`src/kds_pkg.sv`:
```
package kds_pkg;

    // digit storage bounds and the digits that the display word carries
    localparam int DEFAULT_NUM_DIGITS = 6;
    localparam int MAX_DIGITS         = 8;
    localparam int SHOWN_DIGITS       = 6;
    localparam int SEG_W              = 8;
    localparam int DISPLAY_W          = SHOWN_DIGITS * SEG_W;

    // keypad geometry
    localparam int KEY_ROWS  = 4;
    localparam int KEY_COLS  = 5;
    localparam int ROW_IDX_W = 2;
    localparam int KEY_CODE_W = 5;

    // register reset values and read word marks
    localparam logic [7:0] BLANK_TIMEOUT_RESET = 8'h80;
    localparam logic [7:0] KEY_READ_MARK       = 8'hE0;
    localparam logic [7:0] KEY_READ_MARK_SHIFT = 8'hC0;
    localparam logic [7:0] LATCH_NO_KEY        = 8'h40;
    localparam logic [7:0] LATCH_TAPE          = 8'h80;
    localparam logic [5:0] DIGIT_EN_MASK       = 6'h3F;

    typedef enum logic [2:0] {
        ACT_SCAN_TICK  = 3'd0,
        ACT_DIGIT_WR   = 3'd1,
        ACT_SEGMENT_WR = 3'd2,
        ACT_KEY_READ   = 3'd3,
        ACT_LATCH_READ = 3'd4
    } action_t;

    typedef logic [KEY_ROWS-1:0][KEY_COLS-1:0] key_rows_t;

    // strobes from the decoder to the display and keypad units
    typedef struct packed {
        logic scan_tick;
        logic key_read;
    } kds_ctrl_t;

    // latch bits 7..0 take data bits 4,2,1,6,7,5,3,0
    function automatic logic [SEG_W-1:0] permute_segments(input logic [SEG_W-1:0] d);
        return {d[4], d[2], d[1], d[6], d[7], d[5], d[3], d[0]};
    endfunction

    // row number plus a column code from the lowest set column among bits 1..4
    function automatic logic [KEY_CODE_W-1:0] encode_key(
        input logic [KEY_COLS-1:0]  cols,
        input logic [ROW_IDX_W-1:0] row
    );
        logic [2:0] col_code;
        col_code = 3'd0;
        priority if (cols[1])
            col_code = 3'd1;
        else if (cols[2])
            col_code = 3'd2;
        else if (cols[3])
            col_code = 3'd3;
        else if (cols[4])
            col_code = 3'd4;
        else
            col_code = 3'd0;
        return {col_code, row};
    endfunction

endpackage

```
`src/kds_if.sv`:
```
// command word channel
interface kds_cmd_if;
    logic       valid;
    logic       ready;
    logic [2:0] action;
    logic [7:0] write_data;
    logic [4:0] key_row0;
    logic [4:0] key_row1;
    logic [4:0] key_row2;
    logic [4:0] key_row3;
    logic       shift_pressed;
    logic       tape_in;

    modport source (
        output valid, action, write_data, key_row0, key_row1, key_row2, key_row3,
               shift_pressed, tape_in,
        input  ready
    );
    modport sink (
        input  valid, action, write_data, key_row0, key_row1, key_row2, key_row3,
               shift_pressed, tape_in,
        output ready
    );
endinterface

// result word channel
interface kds_result_if;
    logic        valid;
    logic        ready;
    logic [7:0]  read_data;
    logic        nmi_request;
    logic        speaker_level;
    logic        key_held;
    logic [47:0] display_segments;

    modport source (
        output valid, read_data, nmi_request, speaker_level, key_held, display_segments,
        input  ready
    );
    modport sink (
        input  valid, read_data, nmi_request, speaker_level, key_held, display_segments,
        output ready
    );
endinterface

```
`src/kds_display.sv`:
```
module kds_display #(
    parameter int NUM_DIGITS = kds_pkg::DEFAULT_NUM_DIGITS
) (
    input  logic                     clk,
    input  logic                     rst_n,
    input  kds_pkg::kds_ctrl_t       ctrl,
    input  logic [7:0]               segment_latch,
    input  logic [5:0]               digit_enables,
    input  logic [7:0]               blank_timeout,
    output logic [kds_pkg::DISPLAY_W-1:0] display_segments
);
    import kds_pkg::*;

    localparam int STORE_DIGITS = (NUM_DIGITS < MAX_DIGITS) ? NUM_DIGITS : MAX_DIGITS;

    logic [STORE_DIGITS-1:0][7:0]       age_reg;
    logic [STORE_DIGITS-1:0][7:0]       age_next;
    logic [STORE_DIGITS-1:0][SEG_W-1:0] shown_reg;
    logic [STORE_DIGITS-1:0][SEG_W-1:0] shown_next;

    for (genvar d = 0; d < STORE_DIGITS; d++) begin : g_digit
        logic enabled;

        // only the first six digits have an enable bit
        if (d < SHOWN_DIGITS) begin : g_en
            assign enabled = digit_enables[d];
        end else begin : g_no_en
            assign enabled = 1'b0;
        end

        // refresh, blank on timeout, or age
        always_comb
        begin
            age_next[d]   = age_reg[d];
            shown_next[d] = shown_reg[d];
            if (ctrl.scan_tick) begin
                if (enabled) begin
                    age_next[d]   = 8'd1;
                    shown_next[d] = segment_latch;
                end else if (age_reg[d] == blank_timeout) begin
                    age_next[d]   = 8'd0;
                    shown_next[d] = '0;
                end else if (age_reg[d] != 8'd0) begin
                    age_next[d]   = age_reg[d] + 8'd1;
                end
            end
        end

        always_ff @(posedge clk or negedge rst_n)
        begin
            if (!rst_n) begin
                age_reg[d]   <= '0;
                shown_reg[d] <= '0;
            end else begin
                age_reg[d]   <= age_next[d];
                shown_reg[d] <= shown_next[d];
            end
        end
    end

    // display word, digits beyond the stored count read blank
    for (genvar s = 0; s < SHOWN_DIGITS; s++) begin : g_show
        if (s < STORE_DIGITS) begin : g_live
            assign display_segments[s*SEG_W +: SEG_W] = shown_reg[s];
        end else begin : g_blank
            assign display_segments[s*SEG_W +: SEG_W] = '0;
        end
    end

endmodule

```
`src/kds_keypad.sv`:
```
module kds_keypad (
    input  logic                              clk,
    input  logic                              rst_n,
    input  kds_pkg::kds_ctrl_t                ctrl,
    input  kds_pkg::key_rows_t                rows,
    output logic [kds_pkg::KEY_CODE_W-1:0]    key_code,
    output logic                              key_flag,
    output logic                              nmi_flag
);
    import kds_pkg::*;

    logic [KEY_CODE_W-1:0] key_code_reg;
    logic [KEY_CODE_W-1:0] key_code_next;
    logic [ROW_IDX_W-1:0]  scan_row_reg;
    logic [ROW_IDX_W-1:0]  scan_row_next;
    logic                  key_flag_reg;
    logic                  key_flag_next;
    logic                  nmi_reg;
    logic                  nmi_next;

    logic [KEY_COLS-1:0]   cur_cols;
    logic [KEY_COLS-1:0]   nxt_cols;
    logic [ROW_IDX_W-1:0]  row_inc;
    logic                  held;

    assign cur_cols = rows[scan_row_reg];
    assign row_inc  = scan_row_reg + ROW_IDX_W'(1);
    assign nxt_cols = rows[row_inc];
    // previous key still down on the current row holds the scan
    assign held     = (cur_cols != '0) && (encode_key(cur_cols, scan_row_reg) == key_code_reg);

    // scan step and interrupt clear
    always_comb
    begin
        key_code_next = key_code_reg;
        scan_row_next = scan_row_reg;
        key_flag_next = key_flag_reg;
        nmi_next      = nmi_reg;
        if (ctrl.key_read) begin
            nmi_next = 1'b0;
        end
        if (ctrl.scan_tick && !held) begin
            scan_row_next = row_inc;
            if (nxt_cols != '0) begin
                key_code_next = encode_key(nxt_cols, row_inc);
                nmi_next      = 1'b1;
                key_flag_next = 1'b1;
            end else begin
                key_flag_next = 1'b0;
            end
        end
    end

    always_ff @(posedge clk or negedge rst_n)
    begin
        if (!rst_n) begin
            key_code_reg <= '0;
            scan_row_reg <= '0;
            key_flag_reg <= 1'b0;
            nmi_reg      <= 1'b0;
        end else begin
            key_code_reg <= key_code_next;
            scan_row_reg <= scan_row_next;
            key_flag_reg <= key_flag_next;
            nmi_reg      <= nmi_next;
        end
    end

    assign key_code = key_code_reg;
    assign key_flag = key_flag_reg;
    assign nmi_flag = nmi_reg;

endmodule

```
`src/keypad_scan_and_led_digit_latch.sv`:
```
// Keypad scanner and multiplexed LED digit latch. Each command word is one bus action
// (scan tick, digit write, segment write, key read, latch read) and yields exactly one
// result word. A command is taken every cycle that the result slot is empty or being
// emptied; its result is registered and shows in the cycle after acceptance. The result
// carries read_data for that command plus the interrupt, speaker, key-held and display
// state as left by it. The user writes blank_timeout via cfg_wen/cfg_wdata only while no
// command is in flight (the block does not enforce this); it resets to 128.
module keypad_scan_and_led_digit_latch #(
    parameter int NUM_DIGITS = kds_pkg::DEFAULT_NUM_DIGITS
) (
    input  logic               clk,
    input  logic               rst_n,
    kds_cmd_if.sink            cmd,
    kds_result_if.source       result,
    input  logic               cfg_wen,
    input  logic [7:0]         cfg_wdata
);
    import kds_pkg::*;

    logic                  accept;
    kds_ctrl_t             ctrl;
    key_rows_t             rows;
    logic [KEY_CODE_W-1:0] key_code;
    logic                  key_flag;
    logic                  nmi_flag;
    logic [DISPLAY_W-1:0]  display_word;

    logic       out_valid_reg;
    logic       out_valid_next;
    logic [7:0] read_data_reg;
    logic [7:0] read_data_next;
    logic [7:0] segment_latch_reg;
    logic [7:0] segment_latch_next;
    logic [5:0] digit_enables_reg;
    logic [5:0] digit_enables_next;
    logic       speaker_reg;
    logic       speaker_next;
    logic [7:0] blank_timeout_reg;

    // a new word enters when the result slot is empty or being emptied
    assign cmd.ready = !out_valid_reg || result.ready;
    assign accept    = cmd.valid && cmd.ready;
    assign rows      = {cmd.key_row3, cmd.key_row2, cmd.key_row1, cmd.key_row0};

    // action decode
    always_comb
    begin
        ctrl               = '0;
        read_data_next     = '0;
        segment_latch_next = segment_latch_reg;
        digit_enables_next = digit_enables_reg;
        speaker_next       = speaker_reg;
        if (accept) begin
            unique case (action_t'(cmd.action))
                ACT_SCAN_TICK: begin
                    ctrl.scan_tick = 1'b1;
                end
                ACT_DIGIT_WR: begin
                    speaker_next       = cmd.write_data[7];
                    digit_enables_next = cmd.write_data[5:0] & DIGIT_EN_MASK;
                end
                ACT_SEGMENT_WR: begin
                    segment_latch_next = permute_segments(cmd.write_data);
                end
                ACT_KEY_READ: begin
                    ctrl.key_read  = 1'b1;
                    read_data_next = {3'b000, key_code}
                                   | (cmd.shift_pressed ? KEY_READ_MARK_SHIFT : KEY_READ_MARK);
                end
                ACT_LATCH_READ: begin
                    read_data_next = (key_flag ? 8'h00 : LATCH_NO_KEY)
                                   | (cmd.tape_in ? LATCH_TAPE : 8'h00);
                end
                default: begin
                end
            endcase
        end
    end

    // result slot
    always_comb
    begin
        out_valid_next = out_valid_reg;
        if (accept)
            out_valid_next = 1'b1;
        else if (result.ready)
            out_valid_next = 1'b0;
    end

    always_ff @(posedge clk or negedge rst_n)
    begin
        if (!rst_n) begin
            out_valid_reg     <= 1'b0;
            segment_latch_reg <= '0;
            digit_enables_reg <= '0;
            speaker_reg       <= 1'b0;
            blank_timeout_reg <= BLANK_TIMEOUT_RESET;
        end else begin
            out_valid_reg     <= out_valid_next;
            segment_latch_reg <= segment_latch_next;
            digit_enables_reg <= digit_enables_next;
            speaker_reg       <= speaker_next;
            if (cfg_wen)
                blank_timeout_reg <= cfg_wdata;
        end
    end

    // read word is payload only
    always_ff @(posedge clk)
    begin
        if (accept)
            read_data_reg <= read_data_next;
    end

    kds_display #(
        .NUM_DIGITS (NUM_DIGITS)
    ) u_display (
        .clk              (clk),
        .rst_n            (rst_n),
        .ctrl             (ctrl),
        .segment_latch    (segment_latch_reg),
        .digit_enables    (digit_enables_reg),
        .blank_timeout    (blank_timeout_reg),
        .display_segments (display_word)
    );

    kds_keypad u_keypad (
        .clk      (clk),
        .rst_n    (rst_n),
        .ctrl     (ctrl),
        .rows     (rows),
        .key_code (key_code),
        .key_flag (key_flag),
        .nmi_flag (nmi_flag)
    );

    // state changes only when a word is taken, so it stays with the waiting result
    assign result.valid            = out_valid_reg;
    assign result.read_data        = read_data_reg;
    assign result.nmi_request      = nmi_flag;
    assign result.speaker_level    = speaker_reg;
    assign result.key_held         = key_flag;
    assign result.display_segments = display_word;

endmodule

```
`src/flat_wrapper.sv`:
```
// flat-port wrapper written by rule: the top's interface ports become plain ports
module keypad_scan_and_led_digit_latch_flat import kds_pkg::*;
#(
    parameter int NUM_DIGITS = kds_pkg::DEFAULT_NUM_DIGITS
)
  (clk, rst_n, cfg_wen, cfg_wdata, cmd_valid, cmd_action, cmd_write_data, cmd_key_row0, cmd_key_row1, cmd_key_row2, cmd_key_row3, cmd_shift_pressed, cmd_tape_in, cmd_ready, result_valid, result_read_data, result_nmi_request, result_speaker_level, result_key_held, result_display_segments, result_ready);
  kds_cmd_if cmd_i ();
  kds_result_if result_i ();
  input  logic clk;
  input  logic rst_n;
  input  logic cfg_wen;
  input  logic [7:0] cfg_wdata;
  input wire logic [$bits(cmd_i.valid)-1:0] cmd_valid;
  input wire logic [$bits(cmd_i.action)-1:0] cmd_action;
  input wire logic [$bits(cmd_i.write_data)-1:0] cmd_write_data;
  input wire logic [$bits(cmd_i.key_row0)-1:0] cmd_key_row0;
  input wire logic [$bits(cmd_i.key_row1)-1:0] cmd_key_row1;
  input wire logic [$bits(cmd_i.key_row2)-1:0] cmd_key_row2;
  input wire logic [$bits(cmd_i.key_row3)-1:0] cmd_key_row3;
  input wire logic [$bits(cmd_i.shift_pressed)-1:0] cmd_shift_pressed;
  input wire logic [$bits(cmd_i.tape_in)-1:0] cmd_tape_in;
  output wire logic [$bits(cmd_i.ready)-1:0] cmd_ready;
  output wire logic [$bits(result_i.valid)-1:0] result_valid;
  output wire logic [$bits(result_i.read_data)-1:0] result_read_data;
  output wire logic [$bits(result_i.nmi_request)-1:0] result_nmi_request;
  output wire logic [$bits(result_i.speaker_level)-1:0] result_speaker_level;
  output wire logic [$bits(result_i.key_held)-1:0] result_key_held;
  output wire logic [$bits(result_i.display_segments)-1:0] result_display_segments;
  input wire logic [$bits(result_i.ready)-1:0] result_ready;
  assign cmd_i.valid = cmd_valid;
  assign cmd_i.action = cmd_action;
  assign cmd_i.write_data = cmd_write_data;
  assign cmd_i.key_row0 = cmd_key_row0;
  assign cmd_i.key_row1 = cmd_key_row1;
  assign cmd_i.key_row2 = cmd_key_row2;
  assign cmd_i.key_row3 = cmd_key_row3;
  assign cmd_i.shift_pressed = cmd_shift_pressed;
  assign cmd_i.tape_in = cmd_tape_in;
  assign cmd_ready = cmd_i.ready;
  assign result_valid = result_i.valid;
  assign result_read_data = result_i.read_data;
  assign result_nmi_request = result_i.nmi_request;
  assign result_speaker_level = result_i.speaker_level;
  assign result_key_held = result_i.key_held;
  assign result_display_segments = result_i.display_segments;
  assign result_i.ready = result_ready;
  keypad_scan_and_led_digit_latch #(.NUM_DIGITS(NUM_DIGITS)) u_core (.clk(clk), .rst_n(rst_n), .cmd(cmd_i), .result(result_i), .cfg_wen(cfg_wen), .cfg_wdata(cfg_wdata));
endmodule
```
`config.mk`:
```
export PLATFORM = sky130hd
export DESIGN_NAME = keypad_scan_and_led_digit_latch_flat
export DESIGN_NICKNAME = d
export VERILOG_FILES = /design/src/kds_pkg.sv /design/src/kds_if.sv /design/src/kds_display.sv /design/src/kds_keypad.sv /design/src/keypad_scan_and_led_digit_latch.sv /design/src/flat_wrapper.sv
export SDC_FILE = /design/constraint.sdc
export NUM_CORES = 1
export LEC_CHECK = 0
export BUFFER_PORTS_ARGS = -buffer_cell sky130_fd_sc_hd__buf_2
export CAP_MARGIN = 20
export CORE_AREA = 2 2 131 133
export DETAILED_ROUTE_END_ITERATION = 8
export DIE_AREA = 0 0 133 135
export PLACE_DENSITY = 0.65
export REMOVE_ABC_BUFFERS = 1
export SETUP_SLACK_MARGIN = 0.1
export SLEW_MARGIN = 10
export SYNTH_ARGS = -nofsm -noshare
export SYNTH_HDL_FRONTEND = slang
export SYNTH_HIERARCHICAL = 1
export SYNTH_SLANG_ARGS = --single-unit
```
`constraint.sdc`:
```
create_clock -name clk -period 3.1 [get_ports clk]
set_input_delay 0.465 -clock clk [delete_from_list [all_inputs] [get_ports clk]]
set_output_delay 0.465 -clock clk [all_outputs]
set_load 0.03 [all_outputs]
```
Word level (Yosys, flattened, before mapping)
Index checks and enable logic that the tools add are counted.
- order comparisons: 2
- $mul: 0
- shift-type cells: 0
- bitwise operators: 2
- equal/unequal tests: 11
- $add $sub $neg: 7
- reductions and logical operators: 43
- div/mod/pow operators: 0
- multiplexer cells: 55
- operators by type and width (kind ; count):
    $mux W8 ; 31
    $add A8 B1 Y8 const B ; 6
    $eq A8 B8 Y1 ; 6
    $reduce_bool A8 Y1 ; 6
    $reduce_and A2 Y1 ; 15
    $mux W3 ; 8
    $bmux W5 S2 ; 2
    $reduce_bool A3 Y1 ; 6
    $pmux W8 S2 ; 1
    $reduce_bool A2 Y1 ; 7
    $mux W5 ; 2
    $reduce_bool A5 Y1 ; 2
    $mux W1 ; 8
    $or A5 B8 Y8 ; 1
    $or A8 B8 Y8 ; 1
    $mux W7 ; 1
    $eq A3 B2 Y1 const B ; 2
    $lt A2 B3 Y1 const B ; 2
    $mux W6 ; 1
    $eq A5 B5 Y1 ; 1
    $eq A3 B1 Y1 const B ; 1
    $eq A3 B3 Y1 const B ; 1
    $logic_and A1 B1 Y1 ; 3
    $logic_not A3 Y1 ; 1
    other kinds (4) ; 5
- bits in latches: 0
- RAM bits: 0
- ROM bits: 0
- memories kept: 0
- output and inout bits: 61
- flip-flop bits (word level): 137
- word-level logic and storage cells: 142
- bits of input ports: 46

Longest topological paths before layout
Gate-level depths: netlist of run 1.
- depth in word-level cells: 11
- gate-level depth with buffers: 10
- mapped depth without buffers: 8

By module
Netlist of run 1, hierarchy kept.
- modules (own cells, without submodules) (module ; cells an instance ; times used ; area an instance (sq um)):
    kds_display ; 497 ; 1 ; 5257.5
    keypad_scan_and_led_digit_latch ; 81 ; 1 ; 1255.0
    kds_keypad ; 62 ; 1 ; 788.3

Worst setup path before layout of run 1
Ideal clock, no wire load.
- path kind: reg-to-reg
- start: register u_core.out_valid_reg, in the netlist u_core/result.valid
- end: register u_core/u_display/age_reg[7] (netlist bit)
- library setup time: 0.095 ns
- data required time: 3.005 ns
- data arrival time: 2.369 ns
- setup slack: 0.636 ns
- cell stages (with the launch flop): 9
- cells stage by stage: dfrtp_1 nand2b_1 clkbuf_2 nand2_1 nor4_1 bufbuf_16 inv_2 or3b_2 o31ai_1
- RTL lines (what ; RTL line ; RTL):
    start, declared ; keypad_scan_and_led_digit_latch.sv:28 ; logic out_valid_reg;
    start signal, assigned ; keypad_scan_and_led_digit_latch.sv:99 ; out_valid_reg <= out_valid_next;
    end signal, assigned by index ; kds_display.sv:55 ; age_reg[d] <= age_next[d];
    end, declared ; kds_display.sv:16 ; logic [STORE_DIGITS-1:0][7:0] age_reg;

Worst setup path in the final report of run 1
- start: register u_core.u_keypad.scan_row_reg[1]
- end: register u_core.u_keypad.key_code_reg[3], in the netlist u_core/u_keypad/key_code[3]
- cells in the longest elaborated chain, start to end: 11
- elaborated cells between the ends (all ways): 19
- those cells by class: 1 x add/sub; 1 x eq/ne; 11 x mux; 6 x reduce/logical
- ends and longest elaborated chain (what ; RTL line ; RTL):
    start, declared ; kds_keypad.sv:14 ; logic [ROW_IDX_W-1:0] scan_row_reg;
    start signal, assigned ; kds_keypad.sv:63 ; scan_row_reg <= scan_row_next;
    $bmux W5 S2 ; kds_keypad.sv:26 ; assign cur_cols = rows[scan_row_reg];
    $mux W5 (not written as such) ; kds_keypad.sv:26 ;
    $mux W3 ; kds_pkg.sv:58 ; else if (cols[4])
    $mux W3 ; kds_pkg.sv:56 ; else if (cols[3])
    $mux W3 ; kds_pkg.sv:54 ; else if (cols[2])
    $mux W3 ; kds_pkg.sv:52 ; priority if (cols[1])
    $eq A5 B5 Y1 ; kds_keypad.sv:30 ; assign held = (cur_cols != '0) && (encode_key(cur_cols, scan_row_reg) == key_code_reg);
    $logic_and A1 B1 Y1 ; kds_keypad.sv:30 ;
    $logic_not A1 Y1 ; kds_keypad.sv:42 ; if (ctrl.scan_tick && !held) begin
    $logic_and A1 B1 Y1 ; kds_keypad.sv:42 ;
    $reduce_and A2 Y1 (no line) ; - ;
    end signal, assigned ; kds_keypad.sv:62 ; key_code_reg <= key_code_next;
    end, declared ; kds_keypad.sv:12 ; logic [KEY_CODE_W-1:0] key_code_reg;
Several ways; a longest one is shown, not always the timed one. The select of a mux whose other input is x is not followed.
A chain may end at the register's enable or synchronous reset.

==> flow_metrics.tcl, run 1 <==
set metrics [dict create \
    initial_core_util_pct 44.5 \
    yosysSeqAreaShare_pct 47.5 \
    tritoncts.num_buffers 17 \
    critPathArrivalTime_ns 3.08 \
    power.switching_mw 2.43 \
    routabilityCongestion 0.869 \
    critPathSlowestCell "dfrtp_1" \
    post_drt_wl_per_cell_um 17.9 \
    num_antenna_cells 0 \
    power.combinational.fraction_pct 29.0 \
    syn_inst 640 \
    final-max-slew-violation-count 0 \
    drt_first_iter_violations 415 \
    period_needed_ns 2.78 \
    switching_share_pct 34.9 \
    post_route_worst_setup_slack_ns 0.320 \
    post_cts.repair.setup_buffers 0 \
    place_hpwl_um 12200 \
    final_layout_size_suffix_gt1_share_pct 28.4 \
    buffer_ports.inserted 106 \
    grt_overflow 0 \
    grt_util_all_layers_pct 20.0 \
    worstPathRequired_ns 3.40 \
    synth_ff_type "dfrtp_1" \
    die-width_um 133 \
    critical_path.top_delay_family "multiplexers" \
    power_density_nw_per_um2 808 \
    cts-htree-levels 4 \
    timing.max_cap.violations 0 \
    worst_slew_pin_slew_ns 0.672 \
    core_area_um2 16400 \
    timing.final.crit_share_pct 89.7 \
    peakVddDrop_mv 0.480 \
    vias 5460 \
    crit-reg2reg-launch "u_core/u_keypad/scan_row_reg[1]$_DFFE_PN0P_" \
    report.power.total_mw 6.95 \
    grt_pass1_wl_um 28400 \
    ff2ff_setup_slack_ns 0.32 \
    cell_leakage_power_nw 3.94 \
    flow.area_growth_from_synthesis_pct 17.8 \
    crit_type "flip-flop to flip-flop" \
    critical_path.cell_chain "mux4_2, nor2b_4, or3_1, a211o_1, o21ai_4, mux2_4" \
    postSynth.asyncResetShare_pct 94.2 \
    setup_violations 0 \
    critical_path_cell_count 6 \
    cts_tree "built" \
    crit_path_start_kind "flip-flop" \
    power.share.sequential_pct 39.6 \
    dp_slack_ns 0.331 \
    grt_setup_unrepaired "false" \
    final_common_cell "dfrtp_1" \
    synthDistinctLibCells 72 \
    fin_worst_skew_ns 0.00870 \
    total_die_area_um2 18000 \
    postLayoutCoreUtil_pct 52.4 \
    grt_max_degree 52 \
    critPathLaunch "u_core/u_keypad/scan_row_reg[1]$_DFFE_PN0P_" \
    yosysWarningCount 6 \
    fp.dieH_um 135 \
    ctsRootBufferMaster "clkbuf_16" \
    outcome "finished clean" \
    cp_num_buf_inv 0 \
    detail_route.drc_violations 0 \
    syn-mean-instance-area_um2 11.4 \
    antenna_violations_before_repair 0 \
    hold_class "primary input to asynchronous set/reset pin" \
    antenna_violating_nets_post_route 0 \
    worst_r2r_endpoint "u_core/u_keypad/key_code[3]$_DFFE_PN0P_" \
    most-common-layout-cells "dfrtp_1 (128), buf_2 (105), a22o_1 (54), xnor2_1 (50), nand2_1 (35)" \
    cp-endpoint "u_core/u_keypad/key_code[3]$_DFFE_PN0P_" \
    synth.ff_latch_count 137 \
    detailedRoute.firstPassIterationCount 5 \
    clock_sinks 137 \
    final_net_count 795 \
    cp-end-kind "flip-flop" \
    post_synthesis_instance_area_um2 7300 \
    max-slew-margin-rel_pct 55.2 \
    r2r.worst_path.cells 6 \
    first_global_vias 5523 \
    design_area_um2 8600 \
    totalNegativeSetupSlack_ns 0 \
    avgViaCountPerCell 5.63 \
    share_of_power_burned_in_the_clock_network_pct 31.3 \
    number_of_enable_type_register_cells_in_the_synthesized_netlist 8 \
    quantity_of_hold_fixing_buffers_added_after_cts 0 \
    internal_power_component_mw 4.52 \
    maxClockFrequency_mhz 360 \
    worstPathMaxFanout 11 \
    deepest_clock_path_buffer_count 2 \
    worst_skew_pair.late_latency_ns 0.42 \
    cts.repair.resized 0 \
    clk_pin_slew_worst_paths_ns 0.06 \
    final-hold-violation-count 0 \
    place_area_um2 7960 \
    floorplan.io_pins 107 \
    number_of_rows_created_at_floorplan 47 \
    wirelength_um 17300 \
    cpPeakStageDelay_ns 0.66 \
]
metrics by stage:
| step | hold slack [ns] | instances |
|---|---|---|
| 2_1_floorplan | 0.169 | 604 |
| 3_3_place_gp | 0.474 | 938 |
| 3_5_place_dp | 0.474 | 938 |
| 4_1_cts | 0.0981 | 970 |
| 5_1_grt | 0.131 | 970 |
| 6_report | 0.0881 | 970 |
cells by family after synthesis:
group           synth area share, %
compound gates                 17.0
mux                            8.26
simple gates                   13.3
xor+xnor                       7.27
flops                          47.5
buf+inv                        4.59
fa+ha+maj                      2.06
power by group through the flow:
stage               clock network, mW  logic (mW)  registers (mW)
global route                     2.31        2.19            2.82
global placement                    0        1.95            2.75
CTS                              2.22        2.03            2.75
finish                           2.18        2.02            2.75
floorplan                           0        1.09            3.02
detailed placement                  0        2.02            2.76
layer usage:
layer / vias to the layer above / part of all wire, % / track usage, %
li1: 2550 / - / -
met1: 2711 / 44 / 26.6
met3: 25 / 5.0 / 3.90
met2: 174 / 49 / 32.5
met5: - / 0 / 0
met4: 0 / 1.6 / 7.95
cell type report:
cell class / instances / area (um2)
Fill cell: 1413 / 7800
Multi-Input combinational cell: 442 / 3500
Sequential cell: 137 / 3470
Timing Repair Buffer: 114 / 618
Clock buffer: 18 / 450
Tap cell: 220 / 275
Clock inverter: 14 / 193
Inverter: 25 / 93.8
how the worst min path moves through the flow:
stage                                                           start                                                end  slack (ns)  depth (start not counted)
finish                                                          rst_n           u_core/u_display/age_reg[36]$_DFFE_PN0P_        0.09                          1
global route                                                    rst_n           u_core/u_display/age_reg[33]$_DFFE_PN0P_        0.13                          1
CTS                                                             rst_n           u_core/u_display/age_reg[33]$_DFFE_PN0P_         0.1                          1
detailed placement  u_core/u_display/display_segments[23]$_DFFE_PN0P_  u_core/u_display/display_segments[23]$_DFFE_PN0P_        0.47                          1
global placement    u_core/u_display/display_segments[23]$_DFFE_PN0P_  u_core/u_display/display_segments[23]$_DFFE_PN0P_        0.47                          1
floorplan                                                       rst_n            u_core/blank_timeout_reg[0]$_DFFE_PN0P_        0.17                          0
cells in the mapped netlist, drive strengths merged, types with 6 or more instances:
master	number	area share, %
mux4	9	2.8
edfxtp	8	3.3
o21ai	27	2.0
ha	12	2.1
mux2	28	4.5
xnor2	52	6.4
nand2	37	2.0
inv	25	1.3
a21o	8	0.84
nor4b	7	0.84
nor2	32	1.6
nand4	12	1.0
and3	13	1.1
buf	17	1.5
nand3	25	1.9
xor2	6	0.82
dfrtp	128	44
o2bb2ai	14	1.7
nor2b	6	0.62
o21bai	6	0.82
a21oi	6	0.41
nand2b	6	0.51
a22o	54	6.5
clkbuf	17	1.2
nor3	12	0.82
and2	11	0.96
mux2i	7	0.96
Note: power is estimated with default switching activity, not from simulation.
==> run 2: changes to the inputs <==
--- a/config.mk
+++ b/config.mk
@@ -5,11 +5,12 @@
 export SDC_FILE = /design/constraint.sdc
 export NUM_CORES = 1
 export LEC_CHECK = 0
+export ABC_AREA = 1
 export BUFFER_PORTS_ARGS = -buffer_cell sky130_fd_sc_hd__buf_2
 export CAP_MARGIN = 20
-export CORE_AREA = 2 2 131 133
+export CORE_AREA = 2 2 143 145
 export DETAILED_ROUTE_END_ITERATION = 8
-export DIE_AREA = 0 0 133 135
+export DIE_AREA = 0 0 145 147
 export PLACE_DENSITY = 0.65
 export REMOVE_ABC_BUFFERS = 1
 export SETUP_SLACK_MARGIN = 0.1
==> run 2 against run 1 <==
Effect of this change:
- fmax is 25% higher
- synthesized area is 20% higher
- clock skew is 0.0066 ns higher
- routed wire length is 34% higher
- first-iteration DRC count is 37% higher
- combinational power is 20% higher
- worst hold slack better by 0.18 ns
- critical path type unchanged
- largest cell class unchanged
==> flow_metrics.tcl, run 2 <==
set metrics [dict create \
    flow.area_growth_from_synthesis_pct 15.3 \
    critical_path.cell_chain "inv_2, nand2_1, nand3_1, nand2_1, nand2_1, inv_2, nand3_1, nand2_1, nor2_2, nand2_4, nand3_2, nand2_1, nand2_1" \
    final_net_count 1405 \
    final_common_cell "nand2_1" \
    seqCellArea_um2 3470 \
    core_area_um2 19800 \
    yosysWarningCount 6 \
    vias 8005 \
    cts_tree "built" \
    crit_path_start_kind "flip-flop" \
    grt_max_degree 57 \
    place_hpwl_um 16900 \
    postSynth.asyncResetShare_pct 94.2 \
    avgViaCountPerCell 4.91 \
    power.combinational.fraction_pct 34.8 \
    critPathArrivalTime_ns 2.54 \
    maxClockFrequency_mhz 449 \
    grt_pass1_wl_um 39000 \
    wirelength_um 23200 \
    period_needed_ns 2.23 \
    cp_common_cell "nand2_1" \
    peakVddDrop_mv 0.458 \
    final-hold-violation-count 0 \
    total_die_area_um2 21300 \
    post_drt_wl_per_cell_um 14.2 \
    cp_num_buf_inv 2 \
    max-slew-margin-rel_pct 53.5 \
    netlist.top_cell.by_area "dfrtp_1" \
    hold_class "primary input to flip-flop" \
    initial_core_util_pct 44.2 \
    fp.dieH_um 147 \
    cts-htree-levels 4 \
    antenna_violations_before_repair 0 \
    tritoncts.num_buffers 17 \
    power.share.sequential_pct 36.1 \
    clk_pin_slew_worst_paths_ns 0.07 \
    top_area_cell_type_share_of_the_netlist_area_pct 36.5 \
    syn-mean-instance-area_um2 7.05 \
    cp-end-kind "flip-flop" \
    grt_overflow 0 \
    synth.ff_latch_count 137 \
    power.switching_mw 2.92 \
    detail_route.drc_violations 0 \
    syn_inst 1244 \
    ctsRootBufferMaster "clkbuf_16" \
    synth_ff_type "dfrtp_1" \
    post_synthesis_instance_area_um2 8770 \
    internal_power_component_mw 4.04 \
    timing.final.crit_share_pct 71.9 \
    report.power.total_mw 6.97 \
    critical_path.top_delay_family "simple AND/OR/NAND/NOR gates" \
    buffer_ports.inserted 106 \
    cpPeakStageDelay_ns 0.78 \
    number_of_enable_type_register_cells_in_the_synthesized_netlist 8 \
    place_area_um2 9530 \
    cell_leakage_power_nw 5.60 \
    synth.area.top_cells "dfrtp_1 (37%), nand2_1 (23%), inv_1 (5.1%)" \
    worstPathMaxFanout 21 \
    first_global_vias 7640 \
    post_cts.repair.setup_buffers 0 \
    top_cell_types_by_occurrence_after_synthesis "nand2_1 (549), dfrtp_1 (128), inv_1 (119), nor2_1 (74), nand3_1 (64)" \
    crit_type "flip-flop to flip-flop" \
    die-width_um 145 \
    final-max-slew-violation-count 0 \
    switching_share_pct 41.9 \
    worstPathRequired_ns 3.42 \
    outcome "finished clean" \
    antenna_violating_nets_post_route 0 \
    num_antenna_cells 0 \
    most-common-layout-cells "nand2_1 (549), dfrtp_1 (128), inv_1 (119), buf_2 (105), nor2_1 (73)" \
    grt_setup_unrepaired "false" \
    multiInputGateArea_um2 4560 \
    design_area_um2 10100 \
    worst_slew_pin_slew_ns 0.697 \
    share_of_power_burned_in_the_clock_network_pct 29.0 \
    grt_util_all_layers_pct 22.6 \
    number_of_rows_created_at_floorplan 52 \
    worst_skew_pair.late_latency_ns 0.43 \
    synthMostInstantiatedCell "nand2_1" \
    fin_worst_skew_ns 0.0153 \
    setup_violations 0 \
    num-fill-cells 1945 \
    critPathSlowestCell "dfrtp_1" \
    timing.max_cap.violations 0 \
    clock_sinks 137 \
    floorplan.io_pins 107 \
    deepest_clock_path_buffer_count 2 \
    synthDistinctLibCells 46 \
    yosysSeqAreaShare_pct 39.6 \
    drt_first_iter_violations 570 \
    routabilityCongestion 0.862 \
    detailedRoute.firstPassIterationCount 5 \
    final_layout_size_suffix_gt1_share_pct 19.0 \
    power_density_nw_per_um2 688 \
]
-- run 2: cell count changes after synthesis, moves of 19 or more --
cell     change
a22o_1      -54
inv_2       +19
inv_1       +95
xor2_1      +21
nand2_2     +28
nand3_1     +41
nand2_1    +514
o21ai_1     +44
xnor2_1     -44
nor2_1      +42
nand4_1     +25
-- run 2: final timing paths --
| kind | startpoint | slack (ns) | cells after the start | endpoint |
|---|---|---|---|---|
| worst min register to register | u_core/result.speaker_level$_DFFE_PN0P_ | 0.48 | 2 | u_core/result.speaker_level$_DFFE_PN0P_ |
| worst max register to register | u_core/u_keypad/scan_row_reg[0]$_DFFE_PN0P_ | 0.87 | 13 | u_core/u_keypad/key_code[2]$_DFFE_PN0P_ |
| max in group asynchronous | rst_n | 1.81 | 3 | u_core/blank_timeout_reg[7]$_DFFE_PN1P_ |
| min in group asynchronous | rst_n | 0.53 | 2 | u_core/u_display/age_reg[5]$_DFFE_PN0P_ |
| worst min-delay path | cmd_write_data[6] | 0.26 | 3 | u_core/segment_latch_reg[4]$_DFFE_PN0P_ |
| worst max-delay path | u_core/u_keypad/scan_row_reg[0]$_DFFE_PN0P_ | 0.87 | 13 | u_core/u_keypad/key_code[2]$_DFFE_PN0P_ |
-- run 2: metal layers --
metal / part of all wire, % / up-vias / GRT usage (%)
met2: 46 / 184 / 36.3
met3: 6.6 / 15 / 5.43
li1: - / 4086 / -
met1: 47 / 3720 / 31.5
met4: 0.56 / 0 / 4.06
met5: 0 / - / 0
-- run 2: what timing repair did --
item	CTS	global route
endpoints found under the hold margin	45	0
hold buffers	1	0
resized for setup	0	0
-- run 2: power groups by stage --
stage	logic (mW)	registers, mW	clock network (mW)
global route	2.73	2.57	2.14
CTS	2.43	2.51	2.06
global placement	2.38	2.54	0
finish	2.43	2.52	2.02
detailed placement	2.42	2.54	0
floorplan	1.54	2.72	0
-- run 2: layout make-up --
type	instances	share of cell area, %
multi-input cells	932	45.1
inverters	146	5.45
clock inverters	14	1.50
repair buffers	113	6.10
clock buffers	18	4.24
well taps	270	3.34
flip-flops and latches	137	34.3
-- run 2: cells by family (layout without fill, tap and decap cells) --
group | count (synthesis) | count (layout) | synth area share, %
simple gates | 808 | 808 | 41.1
buf+inv | 175 | 291 | 8.54
flops | 137 | 137 | 39.6
compound gates | 72 | 72 | 4.89
xor+xnor | 32 | 32 | 3.19
fa+ha+maj | 12 | 12 | 1.71
mux | 8 | 8 | 1.03
-- run 2: through the flow --
| stage | std cells | TNS [ns] | setup slack (ns) | hold slack [ns] | util, % |
|---|---|---|---|---|---|
| 4_1_cts | 1630 | 0 | 0.891 | 0.254 | 51.0 |
| 3_5_place_dp | 1597 | 0 | 0.897 | 0.424 | 48.0 |
| 2_1_floorplan | 1215 | -178.61 | -1.93 | 0.169 | - |
| 5_1_grt | 1630 | 0 | 0.600 | 0.263 | 51.0 |
| 6_report | 1630 | 0 | 0.872 | 0.263 | 51.0 |
| 3_3_place_gp | 1597 | 0 | 0.946 | 0.421 | 48.0 |
-- run 2: worst reg2reg max path, delay by kind of cell (launching register included) --
family	cells	cell delay [ns]
simple gates	11	1.00
buf+inv	2	0.35
flops	1	0.78
